**config.mk**
```make
export PLATFORM = sky130hd
export DESIGN_NAME = nbr_ctrl
export DESIGN_NICKNAME = d
export VERILOG_FILES = /design/src/rtl/nbr_pkg.sv /design/src/rtl/nbr_ctrl.sv
export SDC_FILE = /design/constraint.sdc
export NUM_CORES = 1
export LEC_CHECK = 0
export ABC_AREA = 1
export BUFFER_PORTS_ARGS = -buffer_cell sky130_fd_sc_hd__buf_2
export CAP_MARGIN = 10
export CORE_AREA = 2 2 39 41
export DETAILED_ROUTE_END_ITERATION = 10
export DIE_AREA = 0 0 41 43
export PLACE_DENSITY = 0.46
export SLEW_MARGIN = 15
export SYNTH_ARGS = -nofsm -noshare
export SYNTH_HDL_FRONTEND = slang
export SYNTH_SLANG_ARGS = --single-unit
```
**constraint.sdc**
```tcl
create_clock -name clock -period 2.9 [get_ports clock]
set_input_delay 0.145 -clock clock [delete_from_list [all_inputs] [get_ports clock]]
set_output_delay 0.145 -clock clock [all_outputs]
set_load 0.02 [all_outputs]
```
**src/rtl/nbr_pkg.sv**
```systemverilog
// ============================================================================
// nbr_pkg
// Shared types, command codes and a clamp helper for the packed nibble raster block.
// ============================================================================
`default_nettype none

package nbr_pkg;

   // Command codes carried in the input item's kind field.
   localparam logic [1:0] FUNC_FILL  = 2'd0;
   localparam logic [1:0] FUNC_GLYPH = 2'd1;
   localparam logic [1:0] FUNC_READ  = 2'd2;
   localparam logic [1:0] FUNC_NONE  = 2'd3;

   typedef enum logic [2:0] {
      ST_IDLE,
      ST_SETUP,
      ST_BASE,
      ST_WALK,
      ST_READ,
      ST_FINISH
   } state_type;

   // Controller to datapath commands.
   typedef struct packed {
      logic load;      // capture the accepted item
      logic setup;     // register clipped bounds and the reject flag
      logic base;      // register the first row address and walk counters
      logic step;      // write one stored byte and advance the walk
      logic rd_en;     // issue the frame store read
      logic out_load;  // move the result into the output register
   } cmd_type;

   // Datapath to controller status.
   typedef struct packed {
      logic [1:0] func;
      logic       reject;
      logic       walk_last;
      logic       out_free;
   } stat_type;

   // Clamp a signed coordinate into 0..hi.
   function automatic logic signed [16:0] clamp17(input logic signed [16:0] v,
                                                  input logic signed [16:0] hi);
      logic signed [16:0] r;
      if (v < 17'sd0) begin
         r = 17'sd0;
      end else if (v > hi) begin
         r = hi;
      end else begin
         r = v;
      end
      return r;
   endfunction

endpackage

`default_nettype wire

```
**src/rtl/nbr_ctrl.sv**
```systemverilog
// ============================================================================
// nbr_ctrl
// Command sequencer: accept, set up, walk the frame store, read, respond.
// ============================================================================
`default_nettype none

module nbr_ctrl (
   input  wire logic              clock,
   input  wire logic              reset,
   input  wire logic              req_tvalid,
   output logic                   req_tready,
   input  wire nbr_pkg::stat_type stat,
   output nbr_pkg::cmd_type       cmd
);

   nbr_pkg::state_type state_ff, state_in;

   always_ff @(posedge clock) begin
      if (reset) begin
         state_ff <= nbr_pkg::ST_IDLE;
      end else begin
         state_ff <= state_in;
      end
   end

   always_comb begin
      state_in   = state_ff;
      req_tready = 1'b0;
      cmd        = '0;
      case (state_ff)
         nbr_pkg::ST_IDLE: begin
            req_tready = 1'b1;
            if (req_tvalid) begin
               cmd.load = 1'b1;
               state_in = nbr_pkg::ST_SETUP;
            end
         end
         nbr_pkg::ST_SETUP: begin
            cmd.setup = 1'b1;
            if (stat.reject) begin
               state_in = nbr_pkg::ST_FINISH;
            end else if (stat.func == nbr_pkg::FUNC_READ) begin
               state_in = nbr_pkg::ST_READ;
            end else begin
               state_in = nbr_pkg::ST_BASE;
            end
         end
         nbr_pkg::ST_BASE: begin
            cmd.base = 1'b1;
            state_in = nbr_pkg::ST_WALK;
         end
         nbr_pkg::ST_WALK: begin
            cmd.step = 1'b1;
            if (stat.walk_last) begin
               state_in = nbr_pkg::ST_FINISH;
            end
         end
         nbr_pkg::ST_READ: begin
            cmd.rd_en = 1'b1;
            state_in  = nbr_pkg::ST_FINISH;
         end
         nbr_pkg::ST_FINISH: begin
            if (stat.out_free) begin
               cmd.out_load = 1'b1;
               state_in     = nbr_pkg::ST_IDLE;
            end
         end
         default: begin
            state_in = nbr_pkg::ST_IDLE;
         end
      endcase
   end

endmodule

`default_nettype wire

```
==> results.md <==
- Inserted Clock Buffers: 3
- Synth Cell Area: 275 sq um
- Post-route fraction of the period consumed by the critical path: 50.8%
- Core ar.: 1380 sq um
- Outcome: complete, no violations
- Buffer depth of the longest clock path: 2
- Latest clock arrival within the worst-skew pair: 230 ps
- Area growth from synthesis to layout: 37.3%
- Clock tree root buffer cell: clkbuf_4
- Headroom to the max-slew limit: 77.0%
- Top sig layer: met3
- Fillers: 166
- Post-placement setup slack: 1660 ps
- Start point of the critical path: state_ff[2]
- Top-Level Pins: 15
- Final #Nets: 71
- M1 wire length: 295 microns
- Post-Synthesis Net Count: 53
- Post-CTS setup buffer count: 0
- Number of storage elements in the synthesis netlist: 3
- Detail Route met3 WL: 26 microns
- Via count: 312
- Setup repair after global routing missed its margin: no
- TritonCTS sink count: 3
- Top achievable clock speed: 0.679 GHz
- Total Routing Usage GR: 9.33%
- Type of the worst setup path: reg2out
- Wire length on met2: 323 microns
- Antenna violations before repair: 0
- Starting Density: 19.9%
- Gate count of the mapped netlist: 45
- Average wire length per cell after detail routing: 8.27 microns
- Type of destination of the critical path: output pin
- Fin worst setup slack: 1430 ps
- First-pass GRT wire length: 1140 microns
- IR Drop Worst-Case VDD: 0.335 mV
- Hold Vio Cnt, Final: 0
- Initial drt markers: 2
- Buffers on Ports: 14
- Synthesis warning total: 0
- Top flop regs: state_ff (3)
- Number of H-tree branching levels: 1
- Register name with the most flops: state_ff
- Multi-input combinational cell area: 156 sq um
- Area enclosed by the die boundary: 1760 sq um
- Vias per Instance: 4.00
- Cell taking the most area after synthesis: dfxtp_1
- Y dimension of the die: 43 microns
- CTS tree: done
- Syn avg cell area: 6.12 sq um
- CTS hold repair buffers: 0
- Routability congestion estimate from global placement: 0.799
- Post-CTS Resized: 0
- Maximum net fanout on the critical path: 9
- Required time of the critical path: 2760 ps
- Clock tree skew after final layout: 3.54 ps
- Main area contributors after synthesis: dfxtp_1, inv_1, nor2_1
- Yosys cell types: 15
- Power density relative to cell area: 600 nW/um^2
- Startpoint of the most critical hold path: reset
- Count of final setup violators: 0
- # rows: 14
- Number of remaining DRC errors: 0
- Dpl hpwl: 546 microns
- Via count of the first global-routing pass: 326
- Crit start category: flop
- Routed Antenna Nets: 0
- Flip-flop and latch area: 60.1 sq um
- Layout cells sized above 1: 37.1%
- Length of the first detailed-routing pass in iterations: 2
- Clock slew seen by the registers of the worst setup and hold paths: 40 ps
- Fraction of the yosys area taken by sequential cells: 21.8%
- Top-area cell type share of the netlist area: 21.8%
- Aggregate negative setup slack: 0 ps
- Final critical path time including I/O delays and setup: 1470 ps
- Max Slew Vio Count: 0
- Data arrival at the endpoint of the critical path: 1330 ps
- # Max-Cap Violations: 0
- Worst-Margin Slew: 344 ps
- Floorplan die width: 41 microns
- Static leakage: 0.238 nW
- Remaining Overflow, GRT: 0
- Total Wirelength: 645 microns
- Worst min path class: in2reg
- Number of flip-flops in the largest register: 3
- Worst reg2reg path startpoint: state_ff[2]
- Total inserted antenna cells: 0
- Maximum number of pins on one net before global-route repair: 10
metrics by stage:
stage,hold slack [ps],instance area (sq um),cells,util [%],total power [mW]
5_1_grt,210,378,78,27.3,0.247
3_5_place_dp,414,352,74,25.4,0.157
2_1_floorplan,310,275,45,-,0.135
6_report,175,378,78,27.3,0.227
4_1_cts,176,378,78,27.3,0.231
3_3_place_gp,412,352,74,25.4,0.158
power breakdown:
part | switching, mW | internal (mW)
Sequential | 0.0140 | 0.0484
Clock | 0.0193 | 0.0514
Combinational | 0.0601 | 0.0335
Total | 0.0934 | 0.133
cell usage in the layout, fill, tap and decap left out, drive strengths merged:
cell	Yosys	routed
o21ai	1	1
nor2	9	9
buf	0	14
dfxtp	3	3
nor4	1	1
nor3	2	2
nand3	5	5
nand2	8	8
inv	12	12
nand4	1	1
clkbuf	1	4
o211ai	2	2
metal layers:
layer,track usage [%],vias up
met3,4.71,0
met5,0,-
met2,15.3,6
li1,-,172
met1,10.3,134
met4,2.00,0
worst max-delay path, cell delays in order, from the launching register on:
cell     delay, ps
dfxtp_1        510
inv_1          150
nor4_1         230
buf_2          200
logic make-up (layout without fill, tap and decap cells):
kind of cell,after synthesis,count (layout),synth area share (%)
and+or+nand+nor,26,26,49.5
AOI/OAI and AO/OA,3,3,7.27
DFF,3,3,21.8
buffers and inverters,13,30,21.4
path summary, 6_finish.rpt:
check / depth (start not counted) / endpoint / slack (ps)
max: 3 / cmd[0] / 1430
min: 4 / state_ff[1] / 180
max reg2reg: 5 / state_ff[2] / 1770
min reg2reg: 4 / state_ff[0] / 710
cell usage after synthesis:
master	n
inv_1	12
nor2_1	7
nand2_1	6
dfxtp_1	3
nand3_1	3
nand2_2	2
nand3_2	2
nor3_1	2
o211ai_1	2
clkbuf_8	1
nand4_1	1
nor2_2	1
nor2_4	1
nor4_1	1
o21ai_0	1
layout make-up:
cell class | instances | area share [%]
well taps | 16 | 5.30
clock buffers | 4 | 6.95
inverters | 12 | 11.9
repair buffers | 14 | 18.5
flip-flops and latches | 3 | 15.9
multi-input cells | 29 | 41.4
Note: power is estimated with default switching activity, not from simulation.
